[src/rtl/wfot_pkg.sv]
package wfot_pkg;

   localparam int MAX_ROWS  = 1024;
   localparam int SCORE_W   = 16;
   localparam int MODE_W    = 3;
   localparam int CNT_W     = $clog2(MAX_ROWS + 1);
   // worst case |sum| is MAX_ROWS * 2^15, plus a sign bit
   localparam int SUM_W     = SCORE_W + CNT_W;
   localparam int PROD_W    = CNT_W + 1 + SCORE_W;
   localparam int TOT_W     = SUM_W + 2;
   localparam int NUM_W     = TOT_W + 2;
   localparam int FRAC_W    = 17;
   localparam int DIV_W     = NUM_W + FRAC_W + 1;
   localparam int REM_W     = NUM_W + 1;
   localparam int STEP_W    = $clog2(DIV_W);
   localparam int RATIO_W   = 32;
   localparam int REG_IDX_W = 2;
   localparam int CSR_W     = 16;

   localparam logic [MODE_W-1:0] MODE_RAW    = 3'd0;
   localparam logic [MODE_W-1:0] MODE_UNDER  = 3'd1;
   localparam logic [MODE_W-1:0] MODE_ABS    = 3'd2;
   localparam logic [MODE_W-1:0] MODE_LMIN   = 3'd3;
   localparam logic [MODE_W-1:0] MODE_GSHIFT = 3'd4;

   localparam logic [REG_IDX_W-1:0] REG_THRESHOLD    = 2'd0;
   localparam logic [REG_IDX_W-1:0] REG_WEIGHT_MODE  = 2'd1;
   localparam logic [REG_IDX_W-1:0] REG_GLOBAL_SHIFT = 2'd2;

   typedef enum logic [2:0] {
      ST_IDLE,
      ST_TOTAL,
      ST_PREP,
      ST_DIV,
      ST_FINISH
   } state_type;

   typedef struct packed {
      logic accumulate;
      logic calc_total;
      logic prep;
      logic div_step;
      logic load_out;
   } cmd_type;

   typedef struct packed {
      logic zero_total;
   } status_type;

endpackage

[src/rtl/wfot_req_if.sv]
interface wfot_req_if;
   logic                                valid;
   logic                                ready;
   logic signed [wfot_pkg::SCORE_W-1:0] score;
   logic                                last_row;

   modport source (output valid, score, last_row, input ready);
   modport sink   (input valid, score, last_row, output ready);
endinterface

[src/rtl/wfot_rsp_if.sv]
interface wfot_rsp_if;
   logic                                valid;
   logic                                ready;
   logic signed [wfot_pkg::RATIO_W-1:0] ratio;
   logic                                zero_total;
   logic                                saturated;

   modport source (output valid, ratio, zero_total, saturated, input ready);
   modport sink   (input valid, ratio, zero_total, saturated, output ready);
endinterface

[src/rtl/weighted_fraction_over_threshold_top.sv]
// Weighted fraction over threshold: takes one signed score per row (one row per cycle while
// idle) and, on the row flagged last_row, returns the column's over weight divided by its total
// weight (two minus that in MODE_UNDER) as signed Q15.16 with zero_total and saturated flags.
// Rows are summed as they are accepted; after the last row the block computes the totals, sets
// up a 49-step bit-serial restoring divider, runs it and loads the result, skipping the divider
// when the total is zero, and accepts no row during that time. The result sits in an output
// register, so the next column can start while it waits to be taken; a column that ends while
// an earlier result is still pending holds its result load, and with it the input, until that
// result is taken. Configuration is written through csr_we/csr_index/csr_wdata while idle;
// that is the user's duty, which the block itself leaves unenforced.
module weighted_fraction_over_threshold_top (
   input  logic                             clock,
   input  logic                             reset,
   wfot_req_if.sink                         req_ch,
   wfot_rsp_if.source                       rsp_ch,
   input  logic                             csr_we,
   input  logic [wfot_pkg::REG_IDX_W-1:0]   csr_index,
   input  logic [wfot_pkg::CSR_W-1:0]       csr_wdata
);

   wfot_pkg::cmd_type    cmd;
   wfot_pkg::status_type sts;

   wfot_ctrl u_ctrl (
      .clock        (clock),
      .reset        (reset),
      .req_valid    (req_ch.valid),
      .req_last_row (req_ch.last_row),
      .req_ready    (req_ch.ready),
      .rsp_valid    (rsp_ch.valid),
      .rsp_ready    (rsp_ch.ready),
      .sts          (sts),
      .cmd          (cmd)
   );

   wfot_datapath u_datapath (
      .clock      (clock),
      .reset      (reset),
      .cmd        (cmd),
      .sts        (sts),
      .score      (req_ch.score),
      .csr_we     (csr_we),
      .csr_index  (csr_index),
      .csr_wdata  (csr_wdata),
      .ratio      (rsp_ch.ratio),
      .zero_total (rsp_ch.zero_total),
      .saturated  (rsp_ch.saturated)
   );

   // never overwrite a result that has not been taken
   a_no_overwrite: assert property (@(posedge clock) disable iff (reset)
      cmd.load_out |-> (!rsp_ch.valid || rsp_ch.ready))
      else $error("result register overwritten while pending");

   a_last_starts_total: assert property (@(posedge clock) disable iff (reset)
      (req_ch.valid && req_ch.ready && req_ch.last_row) |=> cmd.calc_total)
      else $error("column end did not start totals");

   a_zero_clean: assert property (@(posedge clock) disable iff (reset)
      (rsp_ch.valid && rsp_ch.zero_total) |-> (rsp_ch.ratio == '0 && !rsp_ch.saturated))
      else $error("zero total result not clean");

   a_no_accept_busy: assert property (@(posedge clock) disable iff (reset)
      (cmd.div_step || cmd.prep || cmd.calc_total) |-> !cmd.accumulate)
      else $error("row accumulated during column finish");

endmodule

[src/rtl/wfot_datapath.sv]
module wfot_datapath (
   input  logic                                 clock,
   input  logic                                 reset,
   input  wfot_pkg::cmd_type                    cmd,
   output wfot_pkg::status_type                 sts,
   input  logic signed [wfot_pkg::SCORE_W-1:0]  score,
   input  logic                                 csr_we,
   input  logic [wfot_pkg::REG_IDX_W-1:0]       csr_index,
   input  logic [wfot_pkg::CSR_W-1:0]           csr_wdata,
   output logic signed [wfot_pkg::RATIO_W-1:0]  ratio,
   output logic                                 zero_total,
   output logic                                 saturated
);

   localparam int SW = wfot_pkg::SCORE_W;

   logic signed [SW-1:0]                      threshold_ff;
   logic [wfot_pkg::MODE_W-1:0]               weight_mode_ff;
   logic signed [SW-1:0]                      global_shift_ff;

   logic signed [wfot_pkg::SUM_W-1:0]         sum_all_ff, sum_all_in;
   logic signed [wfot_pkg::SUM_W-1:0]         sum_over_ff, sum_over_in;
   logic [wfot_pkg::CNT_W-1:0]                count_all_ff, count_all_in;
   logic [wfot_pkg::CNT_W-1:0]                count_over_ff, count_over_in;
   logic signed [SW-1:0]                      column_min_ff, column_min_in;

   logic signed [wfot_pkg::TOT_W-1:0]         total_ff, total_in;
   logic signed [wfot_pkg::TOT_W-1:0]         over_ff, over_in;

   logic [wfot_pkg::DIV_W-1:0]                quo_ff, quo_in;
   logic [wfot_pkg::REM_W-1:0]                rem_ff, rem_in;
   logic [wfot_pkg::REM_W-1:0]                dvsr_ff, dvsr_in;
   logic                                      neg_ff, neg_in;

   logic signed [wfot_pkg::RATIO_W-1:0]       ratio_ff, ratio_in;
   logic                                      zero_ff, zero_in;
   logic                                      sat_ff, sat_in;

   logic signed [SW:0]                        score_x, weight;
   logic                                      take, is_over;
   logic signed [SW-1:0]                      shift;
   logic signed [wfot_pkg::PROD_W-1:0]        prod_all, prod_over;
   logic signed [wfot_pkg::NUM_W-1:0]         num, den;
   logic [wfot_pkg::NUM_W-1:0]                mag_num, mag_den;
   logic [wfot_pkg::REM_W:0]                  trial;
   logic [wfot_pkg::DIV_W-1:0]                quo_clip;
   logic                                      clip;

   // configuration registers
   always_ff @(posedge clock) begin
      if (reset) begin
         threshold_ff    <= '0;
         weight_mode_ff  <= wfot_pkg::MODE_RAW;
         global_shift_ff <= '0;
      end else if (csr_we) begin
         case (csr_index)
            wfot_pkg::REG_THRESHOLD:    threshold_ff    <= csr_wdata;
            wfot_pkg::REG_WEIGHT_MODE:  weight_mode_ff  <= csr_wdata[wfot_pkg::MODE_W-1:0];
            wfot_pkg::REG_GLOBAL_SHIFT: global_shift_ff <= csr_wdata;
            default: ;
         endcase
      end
   end

   // row accumulation
   always_comb begin
      score_x = {score[SW-1], score};
      weight  = (weight_mode_ff == wfot_pkg::MODE_ABS && score[SW-1]) ? -score_x : score_x;
      is_over = score >= threshold_ff;
      take    = cmd.accumulate
                && (count_all_ff < wfot_pkg::CNT_W'(wfot_pkg::MAX_ROWS))
                && (weight_mode_ff <= wfot_pkg::MODE_GSHIFT);

      sum_all_in    = sum_all_ff;
      sum_over_in   = sum_over_ff;
      count_all_in  = count_all_ff;
      count_over_in = count_over_ff;
      column_min_in = column_min_ff;
      if (cmd.calc_total) begin
         sum_all_in    = '0;
         sum_over_in   = '0;
         count_all_in  = '0;
         count_over_in = '0;
         column_min_in = {1'b0, {(SW-1){1'b1}}};
      end else if (take) begin
         sum_all_in   = sum_all_ff + wfot_pkg::SUM_W'(weight);
         count_all_in = count_all_ff + 1'b1;
         if (is_over) begin
            sum_over_in   = sum_over_ff + wfot_pkg::SUM_W'(weight);
            count_over_in = count_over_ff + 1'b1;
         end
         if (score < column_min_ff)
            column_min_in = score;
      end
   end

   always_ff @(posedge clock) begin
      if (reset) begin
         sum_all_ff    <= '0;
         sum_over_ff   <= '0;
         count_all_ff  <= '0;
         count_over_ff <= '0;
         column_min_ff <= {1'b0, {(SW-1){1'b1}}};
      end else begin
         sum_all_ff    <= sum_all_in;
         sum_over_ff   <= sum_over_in;
         count_all_ff  <= count_all_in;
         count_over_ff <= count_over_in;
         column_min_ff <= column_min_in;
      end
   end

   // column totals: weight = score - shift summed as sum - count * shift
   always_comb begin
      case (weight_mode_ff)
         wfot_pkg::MODE_LMIN:   shift = column_min_ff;
         wfot_pkg::MODE_GSHIFT: shift = global_shift_ff;
         default:               shift = '0;
      endcase
      prod_all  = $signed({1'b0, count_all_ff}) * shift;
      prod_over = $signed({1'b0, count_over_ff}) * shift;
      total_in  = cmd.calc_total
                  ? wfot_pkg::TOT_W'(sum_all_ff) - wfot_pkg::TOT_W'(prod_all) : total_ff;
      over_in   = cmd.calc_total
                  ? wfot_pkg::TOT_W'(sum_over_ff) - wfot_pkg::TOT_W'(prod_over) : over_ff;
   end

   // divider setup and restoring steps, one quotient bit per cycle
   always_comb begin
      if (weight_mode_ff == wfot_pkg::MODE_UNDER)
         num = (wfot_pkg::NUM_W'(total_ff) <<< 1) - wfot_pkg::NUM_W'(over_ff);
      else
         num = wfot_pkg::NUM_W'(over_ff);
      den     = wfot_pkg::NUM_W'(total_ff);
      mag_num = num[wfot_pkg::NUM_W-1] ? wfot_pkg::NUM_W'(-num) : wfot_pkg::NUM_W'(num);
      mag_den = den[wfot_pkg::NUM_W-1] ? wfot_pkg::NUM_W'(-den) : wfot_pkg::NUM_W'(den);
      trial   = {rem_ff, quo_ff[wfot_pkg::DIV_W-1]};

      quo_in  = quo_ff;
      rem_in  = rem_ff;
      dvsr_in = dvsr_ff;
      neg_in  = neg_ff;
      if (cmd.prep) begin
         // (a * 2^17 + b) / (2b) rounds half away from zero
         quo_in  = wfot_pkg::DIV_W'({mag_num, {wfot_pkg::FRAC_W{1'b0}}})
                   + wfot_pkg::DIV_W'(mag_den);
         rem_in  = '0;
         dvsr_in = {mag_den, 1'b0};
         neg_in  = num[wfot_pkg::NUM_W-1] ^ den[wfot_pkg::NUM_W-1];
      end else if (cmd.div_step) begin
         if (trial >= {1'b0, dvsr_ff}) begin
            rem_in = wfot_pkg::REM_W'(trial - {1'b0, dvsr_ff});
            quo_in = {quo_ff[wfot_pkg::DIV_W-2:0], 1'b1};
         end else begin
            rem_in = trial[wfot_pkg::REM_W-1:0];
            quo_in = {quo_ff[wfot_pkg::DIV_W-2:0], 1'b0};
         end
      end
   end

   always_ff @(posedge clock) begin
      total_ff <= total_in;
      over_ff  <= over_in;
      quo_ff   <= quo_in;
      rem_ff   <= rem_in;
      dvsr_ff  <= dvsr_in;
      neg_ff   <= neg_in;
   end

   // clip to Q15.16 and form the result
   always_comb begin
      if (neg_ff)
         clip = quo_ff > wfot_pkg::DIV_W'(64'h8000_0000);
      else
         clip = quo_ff > wfot_pkg::DIV_W'(64'h7FFF_FFFF);
      if (clip)
         quo_clip = neg_ff ? wfot_pkg::DIV_W'(64'h8000_0000) : wfot_pkg::DIV_W'(64'h7FFF_FFFF);
      else
         quo_clip = quo_ff;

      ratio_in = ratio_ff;
      zero_in  = zero_ff;
      sat_in   = sat_ff;
      if (cmd.load_out) begin
         if (sts.zero_total) begin
            ratio_in = '0;
            zero_in  = 1'b1;
            sat_in   = 1'b0;
         end else begin
            ratio_in = neg_ff ? wfot_pkg::RATIO_W'(32'd0 - quo_clip[wfot_pkg::RATIO_W-1:0])
                              : quo_clip[wfot_pkg::RATIO_W-1:0];
            zero_in  = 1'b0;
            sat_in   = clip;
         end
      end
   end

   always_ff @(posedge clock) begin
      ratio_ff <= ratio_in;
      zero_ff  <= zero_in;
      sat_ff   <= sat_in;
   end

   assign sts.zero_total = (total_ff == '0);
   assign ratio          = ratio_ff;
   assign zero_total     = zero_ff;
   assign saturated      = sat_ff;

endmodule

[src/rtl/wfot_ctrl.sv]
module wfot_ctrl (
   input  logic                 clock,
   input  logic                 reset,
   input  logic                 req_valid,
   input  logic                 req_last_row,
   output logic                 req_ready,
   output logic                 rsp_valid,
   input  logic                 rsp_ready,
   input  wfot_pkg::status_type sts,
   output wfot_pkg::cmd_type    cmd
);

   wfot_pkg::state_type          state_ff, state_in;
   logic [wfot_pkg::STEP_W-1:0]  step_ff, step_in;
   logic                         rsp_valid_ff, rsp_valid_in;
   logic                         accept;

   always_ff @(posedge clock) begin
      if (reset) begin
         state_ff     <= wfot_pkg::ST_IDLE;
         step_ff      <= '0;
         rsp_valid_ff <= 1'b0;
      end else begin
         state_ff     <= state_in;
         step_ff      <= step_in;
         rsp_valid_ff <= rsp_valid_in;
      end
   end

   always_comb begin
      state_in     = state_ff;
      step_in      = step_ff;
      rsp_valid_in = rsp_valid_ff && !rsp_ready;
      cmd          = '0;
      req_ready    = 1'b0;
      accept       = 1'b0;

      case (state_ff)
         wfot_pkg::ST_IDLE: begin
            req_ready      = 1'b1;
            accept         = req_valid;
            cmd.accumulate = accept;
            if (accept && req_last_row)
               state_in = wfot_pkg::ST_TOTAL;
         end
         wfot_pkg::ST_TOTAL: begin
            cmd.calc_total = 1'b1;
            state_in       = wfot_pkg::ST_PREP;
         end
         wfot_pkg::ST_PREP: begin
            cmd.prep = 1'b1;
            step_in  = '0;
            state_in = sts.zero_total ? wfot_pkg::ST_FINISH : wfot_pkg::ST_DIV;
         end
         wfot_pkg::ST_DIV: begin
            cmd.div_step = 1'b1;
            step_in      = step_ff + 1'b1;
            if (step_ff == wfot_pkg::STEP_W'(wfot_pkg::DIV_W - 1))
               state_in = wfot_pkg::ST_FINISH;
         end
         wfot_pkg::ST_FINISH: begin
            // wait until the output register is free
            if (!rsp_valid_ff || rsp_ready) begin
               cmd.load_out = 1'b1;
               rsp_valid_in = 1'b1;
               state_in     = wfot_pkg::ST_IDLE;
            end
         end
         default: state_in = wfot_pkg::ST_IDLE;
      endcase
   end

   assign rsp_valid = rsp_valid_ff;

endmodule

[src/flat_wrapper.sv]
// flat-port wrapper written by rule: the top's interface ports become plain ports
module weighted_fraction_over_threshold_top_flat 
  (clock, reset, csr_we, csr_index, csr_wdata, req_ch_valid, req_ch_score, req_ch_last_row, req_ch_ready, rsp_ch_valid, rsp_ch_ratio, rsp_ch_zero_total, rsp_ch_saturated, rsp_ch_ready);
  wfot_req_if req_ch_i ();
  wfot_rsp_if rsp_ch_i ();
  input  logic clock;
  input  logic reset;
  input  logic csr_we;
  input  logic [wfot_pkg::REG_IDX_W-1:0] csr_index;
  input  logic [wfot_pkg::CSR_W-1:0] csr_wdata;
  input wire logic [$bits(req_ch_i.valid)-1:0] req_ch_valid;
  input wire logic [$bits(req_ch_i.score)-1:0] req_ch_score;
  input wire logic [$bits(req_ch_i.last_row)-1:0] req_ch_last_row;
  output wire logic [$bits(req_ch_i.ready)-1:0] req_ch_ready;
  output wire logic [$bits(rsp_ch_i.valid)-1:0] rsp_ch_valid;
  output wire logic [$bits(rsp_ch_i.ratio)-1:0] rsp_ch_ratio;
  output wire logic [$bits(rsp_ch_i.zero_total)-1:0] rsp_ch_zero_total;
  output wire logic [$bits(rsp_ch_i.saturated)-1:0] rsp_ch_saturated;
  input wire logic [$bits(rsp_ch_i.ready)-1:0] rsp_ch_ready;
  assign req_ch_i.valid = req_ch_valid;
  assign req_ch_i.score = req_ch_score;
  assign req_ch_i.last_row = req_ch_last_row;
  assign req_ch_ready = req_ch_i.ready;
  assign rsp_ch_valid = rsp_ch_i.valid;
  assign rsp_ch_ratio = rsp_ch_i.ratio;
  assign rsp_ch_zero_total = rsp_ch_i.zero_total;
  assign rsp_ch_saturated = rsp_ch_i.saturated;
  assign rsp_ch_i.ready = rsp_ch_ready;
  weighted_fraction_over_threshold_top u_core (.clock(clock), .reset(reset), .req_ch(req_ch_i), .rsp_ch(rsp_ch_i), .csr_we(csr_we), .csr_index(csr_index), .csr_wdata(csr_wdata));
endmodule
[config.mk]
export PLATFORM = sky130hd
export DESIGN_NAME = weighted_fraction_over_threshold_top_flat
export DESIGN_NICKNAME = d
export VERILOG_FILES = /design/src/rtl/wfot_pkg.sv /design/src/rtl/wfot_req_if.sv /design/src/rtl/wfot_rsp_if.sv /design/src/rtl/weighted_fraction_over_threshold_top.sv /design/src/rtl/wfot_datapath.sv /design/src/rtl/wfot_ctrl.sv /design/src/flat_wrapper.sv
export SDC_FILE = /design/constraint.sdc
export NUM_CORES = 2
export LEC_CHECK = 0
export ABC_AREA = 1
export BUFFER_PORTS_ARGS = -buffer_cell sky130_fd_sc_hd__buf_4
export CAP_MARGIN = 20
export CORE_UTILIZATION = 65
export CTS_BUF_LIST = sky130_fd_sc_hd__clkbuf_16
export DETAILED_ROUTE_END_ITERATION = 10
export GPL_TIMING_DRIVEN = 0
export PLACE_DENSITY = 0.82
export REMOVE_ABC_BUFFERS = 1
export SYNTH_ARGS = -nofsm -noshare
export SYNTH_HDL_FRONTEND = slang
export SYNTH_SLANG_ARGS = --single-unit
[constraint.sdc]
create_clock -name clock -period 20.6 [get_ports clock]
set_input_delay 1.03 -clock clock [delete_from_list [all_inputs] [get_ports clock]]
set_output_delay 1.03 -clock clock [all_outputs]
set_load 0.02 [all_outputs]
* Word level (Yosys, flattened, before mapping)
Cells that the tools add are included.
** Operators by class
- Multiply operators :: 2
- Multiplexer cells :: 29
- Add/subtract/negate cells :: 14
- Equality and inequality tests :: 14
- $lt $le $gt $ge :: 7
- Reduce and logical (&&, ||, !) cells :: 20
- Bitwise gates (word level) :: 1
** Operators by type and width (number)
- two-way mux 32 bit :: 4
- two-way mux 49 bit :: 2
- two-way mux 31 bit :: 3
- subtractor 27 x 28 -> 29 bit :: 2
- multiplier 12 x 16 -> 28 bit :: 2
- adder 27 x 17 -> 27 bit :: 2
- adder 48 x 31 -> 49 bit :: 1
- greater-than comparator 49 x 31 -> 1 bit, second input constant :: 1
- greater-than comparator 49 x 32 -> 1 bit, second input constant :: 1
- >= comparator 33 x 32 -> 1 bit :: 1
- case mux 16 bit (2 select lines) :: 1
- subtractor 1 x 32 -> 32 bit, first input constant :: 1
- subtractor 32 bit :: 1
- negation 29 -> 31 bit :: 1
- negation 31 bit :: 1
- subtractor 30 x 29 -> 31 bit :: 1
- zero test 29 bit :: 1
- adder 11 x 1 -> 11 bit, second input constant :: 2
- two-way mux 17 bit :: 1
- negation 16 -> 17 bit :: 1
- >= comparator 16 bit :: 1
- less-than comparator 16 bit :: 1
- case mux 3 bit (5 select lines) :: 1
- equality test 3 x 2 -> 1 bit, second input constant :: 4
- 22 further kinds :: 50
** Storage, ports and cells
- Output and inout port bits :: 36
- Input port bits :: 40
- Bits in registers :: 342
- Logic and storage cells :: 107

* Longest topological paths before layout
- Word-level depth :: 6
- Mapped depth :: 38
- Depth with buffers taken out :: 36

* By module
A second synthesis with hierarchy kept.
** Second synthesis, totals
- Cell total of the unflattened synthesis :: 5201
- Area total of the unflattened synthesis :: 38988.6 µm²
** Modules (own cells, without submodules)
- wfot_datapath :: area an instance 38418.1 µm², instances 1, seq. area each 8378.0 µm², cells an instance 5114
- wfot_ctrl :: area an instance 570.5 µm², instances 1, seq. area each 200.2 µm², cells an instance 87

* Worst setup path before layout
Ideal clock, no wire load.
- Path kind :: reg2reg
- From :: register u_core.u_datapath.weight_mode_ff[0] (netlist bit)
- To :: register u_core.u_datapath.over_ff[28] (netlist bit), data pin
- Setup slack :: 13.760 ns
- Stages on the path, launching flop included :: 29
- Data required time :: 20.340 ns
- Data arrival time :: 6.580 ns
- Period minus slack after synthesis :: 6.840 ns
- Setup time :: 0.260 ns
- Path buffers :: 1
- Cell sequence :: dfxtp_1 > inv_2 > nor3_4 > nand2_1 > nand2_1 > inv_1 > clkbuf_1 > nor2_1 > fa_1 > inv_1 > fa_1 > inv_1 > fa_1 > inv_1 > fa_1 > fa_1 > inv_1 > fa_1 > inv_1 > ha_1 > nand2_1 > nor2_1 > nand2_1 > or4_1 > o221ai_1 > a21oi_1 > nor2_1 > nor2_1 > xnor2_1
** Between the ends
- Cells in the longest elaborated chain, start to end :: 4
- Elaborated cells on any way between the ends :: 5
- Those cells by class :: add/sub (1); mul (1); eq/ne (2); mux (1)
** Ends and longest elaborated chain
- start, declared :: RTL line wfot_datapath.sv:18 : logic [wfot_pkg::MODE_W-1:0] weight_mode_ff;
- start signal, assigned :: RTL line wfot_datapath.sv:53 : weight_mode_ff <= wfot_pkg::MODE_RAW;
- start signal, assigned :: RTL line wfot_datapath.sv:58 : wfot_pkg::REG_WEIGHT_MODE: weight_mode_ff <= csr_wdata[wfot_pkg::MODE_W-1:0];
- equality test 3 bit / equality test 3 x 2 -> 1 bit (equally long branches) :: RTL line wfot_datapath.sv:115 : case (weight_mode_ff)
- case mux 16 bit (2 select lines) (*) :: RTL line wfot_datapath.sv:115
- multiplier 12 x 16 -> 28 bit (*) :: RTL line wfot_datapath.sv:121 : prod_over = $signed({1'b0, count_over_ff}) * shift;
- subtractor 27 x 28 -> 29 bit (*) :: RTL line wfot_datapath.sv:125 : ? wfot_pkg::TOT_W'(sum_over_ff) - wfot_pkg::TOT_W'(prod_over) : over_ff;
- end signal, assigned :: RTL line wfot_datapath.sv:163 : over_ff <= over_in;
- end, declared :: RTL line wfot_datapath.sv:28 : logic signed [wfot_pkg::TOT_W-1:0] over_ff, over_in;
Mark *: on every way between the ends. The rest lies on a longest branch, timed or not.
A chain may end at the register's enable or synchronous reset.

* Worst setup path after layout
Ends and elaborated chain as after synthesis.

==> flow_summary.toml <==
[clocking]
cts_hold_buf = 0
postCtsSetupBuffers = 0
tritoncts = "yes"
cts-resized-gates = 0
root_buffer = "clkbuf_16"
clock_latency_ns = 0.61
clock_sinks = 342
htreeDepth = 2
clk_pin_slew_ns = 0.06
cts_made_buffers = 42
cts.path.max_buffers = 3

[timing]
setup-tns-final_ns = 0
fin_crit_sh = 0.416
finalSetupViolCount = 0
fin_hold_ws_ns = 0.446
rsz0062_at_grt = "no"
min_period_ns = 8.57
hold_viol_final = 0
max_freq_mhz = 117
worstMarginPinSlew_ns = 1.09
slew_violations = 0
finalClockSkew_ns = 0.0566
max-slew-margin-rel = 0.274

[drt]
wire_per_inst_um = 17.1
vias_per_cell = 5.59
drcViolationCount = 0
dr_wl_met2_um = 49400
ant_nets = 0
first_pass_iters = 8
vias = 33500
wl_met3_um = 5890
met1_length_um = 40700
routed_wl_um = 103000
route.top_layer_used = "met4"
dr.first_iter.drc_count = 2385

[place]
numPortBuffers = 75
hpwl_um = 82500
gp_congestion = 0.996

[critical_path]
crit_type = "flop to flop"
startpoint = "u_core.u_datapath.weight_mode_ff[0]$_SDFFE_PP0P_"
required_ns = 20.96
crit_path_end = "u_core.u_datapath.over_ff[28]$_DFFE_PP_"
cp_max_fo = 16
r2r-end = "u_core.u_datapath.over_ff[28]$_DFFE_PP_"
rr_startpoint = "u_core.u_datapath.weight_mode_ff[0]$_SDFFE_PP0P_"
crit_path_end_kind = "flop"
worst-path-buf-inv = 7
reg2reg_slack_ns = 12.03
path_delay_family = "adder cells"
slowest_delay_ns = 0.88
worst-r2r-cell-count = 27
crit_arrival_ns = 8.93
start_kind = "flop"
cp.depth = 27
worst_path_max_delay_cell = "fa_1"

[job]
maxCapViolations = 0

[global_route]
grt-ovfl-total = 0
antenna_found_initial = 2
grt_max_degree = 60
first_global_vias = 33200
track_usage = 0.348
grt_first_pass_wirelength_um = 166000

[power_and_ir_drop]
p_sw_frac = 0.503
power.net_switching_uw = 2640
power.internal_uw = 2610
p_seq_frac = 0.231
p_leak_uw = 0.0195
p_per_area_nw_per_um2 = 126
clock_power_share = 0.149
share_comb_of_total_power = 0.620
ir_worst_vdd_v = 0.0000892

[die]
die_w_um = 247
io_pins = 76
die_h_um = 247
fp-row-count = 89
core_um2 = 59000
dieArea_um2 = 60800
start_util = 0.658

[yosys]
ys_warn_count = 0
synth-async-reset-ratio = 0
synth_edf_count = 173
ys_types = 67
ys.flop_type = "edfxtp_1"
netlist_instances = 5173
seq_area_frac_synth = 0.221
yosys_register_bits = 342
netlist_area_um2 = 38900
synth.avg_cell_area_um2 = 7.51

[final_layout]
final_core_util = 0.706
fin_nets = 5915
area_growth_pct = 7.25
final_common_cell = "inv_1"
drive_gt1_frac = 0.0522
diodes = 0
layout_common_cells = "inv_1, nand2_1, nor2_1"

[min_path]
holdCritPathClass = "flop to flop"

[run_status]
outcome = "completed"
synth_stat cells (6+ instances only):
cell	count	area, um^2
a21boi_0	6	45.0
xor2_1	133	1160
o211ai_1	25	188
dfxtp_1	169	3380
nand4_1	46	288
nor4_1	14	87.6
o31ai_1	6	45.0
a31oi_1	21	131
a211oi_1	6	45.0
inv_2	8	30.0
nor3_1	60	300
o21ai_1	21	105
clkbuf_1	104	390
or2_2	8	50.1
a221oi_1	6	52.6
nand3_1	163	816
a21oi_1	358	1790
inv_1	1059	3980
nor3b_1	10	75.1
xnor2_1	80	701
clkinv_1	12	45.0
o21a_1	10	75.1
nor2_2	17	106
nand3b_1	9	67.6
o21bai_1	13	97.6
edfxtp_1	173	5190
nor2_1	520	1950
nand2_2	28	175
o221ai_1	8	70.1
buf_2	7	35.0
o21ai_0	278	1390
nand2_1	1031	3870
fa_1	375	7510
o21ai_2	8	70.1
ha_1	307	3840
worst min path at each step:
stage | startpoint | endpoint | cells after the start
2_1_floorplan | u_core.u_datapath.global_shift_ff[0]$_SDFFE_PP0P_ | u_core.u_datapath.global_shift_ff[0]$_SDFFE_PP0P_ | 2
3_3_place_gp | u_core.u_datapath.global_shift_ff[0]$_SDFFE_PP0P_ | u_core.u_datapath.global_shift_ff[0]$_SDFFE_PP0P_ | 2
3_5_place_dp | u_core.u_datapath.global_shift_ff[15]$_SDFFE_PP0P_ | u_core.u_datapath.global_shift_ff[15]$_SDFFE_PP0P_ | 2
4_1_cts | u_core.u_datapath.global_shift_ff[15]$_SDFFE_PP0P_ | u_core.u_datapath.global_shift_ff[15]$_SDFFE_PP0P_ | 2
5_1_grt | u_core.u_datapath.global_shift_ff[15]$_SDFFE_PP0P_ | u_core.u_datapath.global_shift_ff[15]$_SDFFE_PP0P_ | 2
6_report | u_core.u_datapath.global_shift_ff[4]$_SDFFE_PP0P_ | u_core.u_datapath.global_shift_ff[4]$_SDFFE_PP0P_ | 2
flip-flops by register name, indices dropped and copies added (netlist names):
signal	cells
u_core.u_datapath.quo_ff	49
u_core.u_datapath.ratio	32
u_core.u_datapath.rem_ff	32
u_core.u_datapath.dvsr_ff	31
u_core.u_datapath.over_ff	29
u_core.u_datapath.total_ff	29
u_core.u_datapath.sum_all_ff	27
u_core.u_datapath.sum_over_ff	27
u_core.u_datapath.column_min_ff	16
u_core.u_datapath.global_shift_ff	16
u_core.u_datapath.threshold_ff	16
u_core.u_datapath.count_all_ff	11
u_core.u_datapath.count_over_ff	11
u_core.u_ctrl.step_ff	6
u_core.u_ctrl.state_ff	3
u_core.u_datapath.weight_mode_ff	3
u_core.u_ctrl.rsp_valid	1
u_core.u_datapath.neg_ff	1
u_core.u_datapath.saturated	1
u_core.u_datapath.zero_total	1
worst register-to-register path: stages, from the launching register on:
cell and delay, ns:
dfxtp_1 0.48, inv_2 0.10, nor3_4 0.63, nand2_1 0.11, nand2_1 0.57, inv_1 0.51, nor2_1 0.42, fa_1 0.22
inv_1 0.08, fa_1 0.88, inv_1 0.19, fa_1 0.56, inv_1 0.05, fa_1 0.46, fa_1 0.54, inv_1 0.05
fa_1 0.49, inv_1 0.04, ha_1 0.36, nand2_1 0.09, nor2_1 0.15, nand2_1 0.09, or4_1 0.40, o221ai_1 0.34
a21oi_1 0.11, nor2_1 0.10, nor2_1 0.05, xnor2_1 0.26
per-stage QoR:
| step | power [uW] | instances | setup WS, ns | cell area [um^2] |
|---|---|---|---|---|
| 2_1_floorplan | 3540 | 5051 | 12.14 | 38300 |
| 3_3_place_gp | 4310 | 5899 | 4.54 | 39900 |
| 3_5_place_dp | 4390 | 5918 | 12.06 | 40100 |
| 4_1_cts | 5190 | 5996 | 12.00 | 41600 |
| 5_1_grt | 5680 | 6000 | 11.47 | 41700 |
| 6_report | 5250 | 6000 | 12.03 | 41700 |
power groups by stage:
| stage | Clock [uW] | Sequential, uW | Combinational [uW] |
|---|---|---|---|
| floorplan | 0 | 1160 | 2380 |
| finish | 782 | 1210 | 3260 |
| global route | 812 | 1230 | 3640 |
| global placement | 0 | 1230 | 3070 |
| detailed placement | 0 | 1220 | 3170 |
| CTS | 789 | 1210 | 3190 |
cell families after synthesis:
family          after synthesis  share of synthesized area
compound gates              793                      0.113
xor+xnor                    213                     0.0480
fa+ha+maj                   682                      0.292
buf+inv                    1206                      0.118
flops                       342                      0.221
other cells                   1                  0.0000965
simple gates               1936                      0.208
area by class of cell:
type | count | area (um^2)
multi-input combinational | 3628 | 25700
fill | 4825 | 17300
sequential | 342 | 8580
inverter | 1081 | 4070
clock buffer | 42 | 1050
tap | 773 | 967
timing repair buffer | 98 | 907
clock inverter | 36 | 377
layer usage:
| metal | up-vias | GRT usage |
|---|---|---|
| met5 | - | 0 |
| met4 | 0 | 0.204 |
| met3 | 324 | 0.0380 |
| met2 | 1128 | 0.609 |
| met1 | 15800 | 0.412 |
| li1 | 16300 | - |
Note: power is estimated with default switching activity, not from simulation.
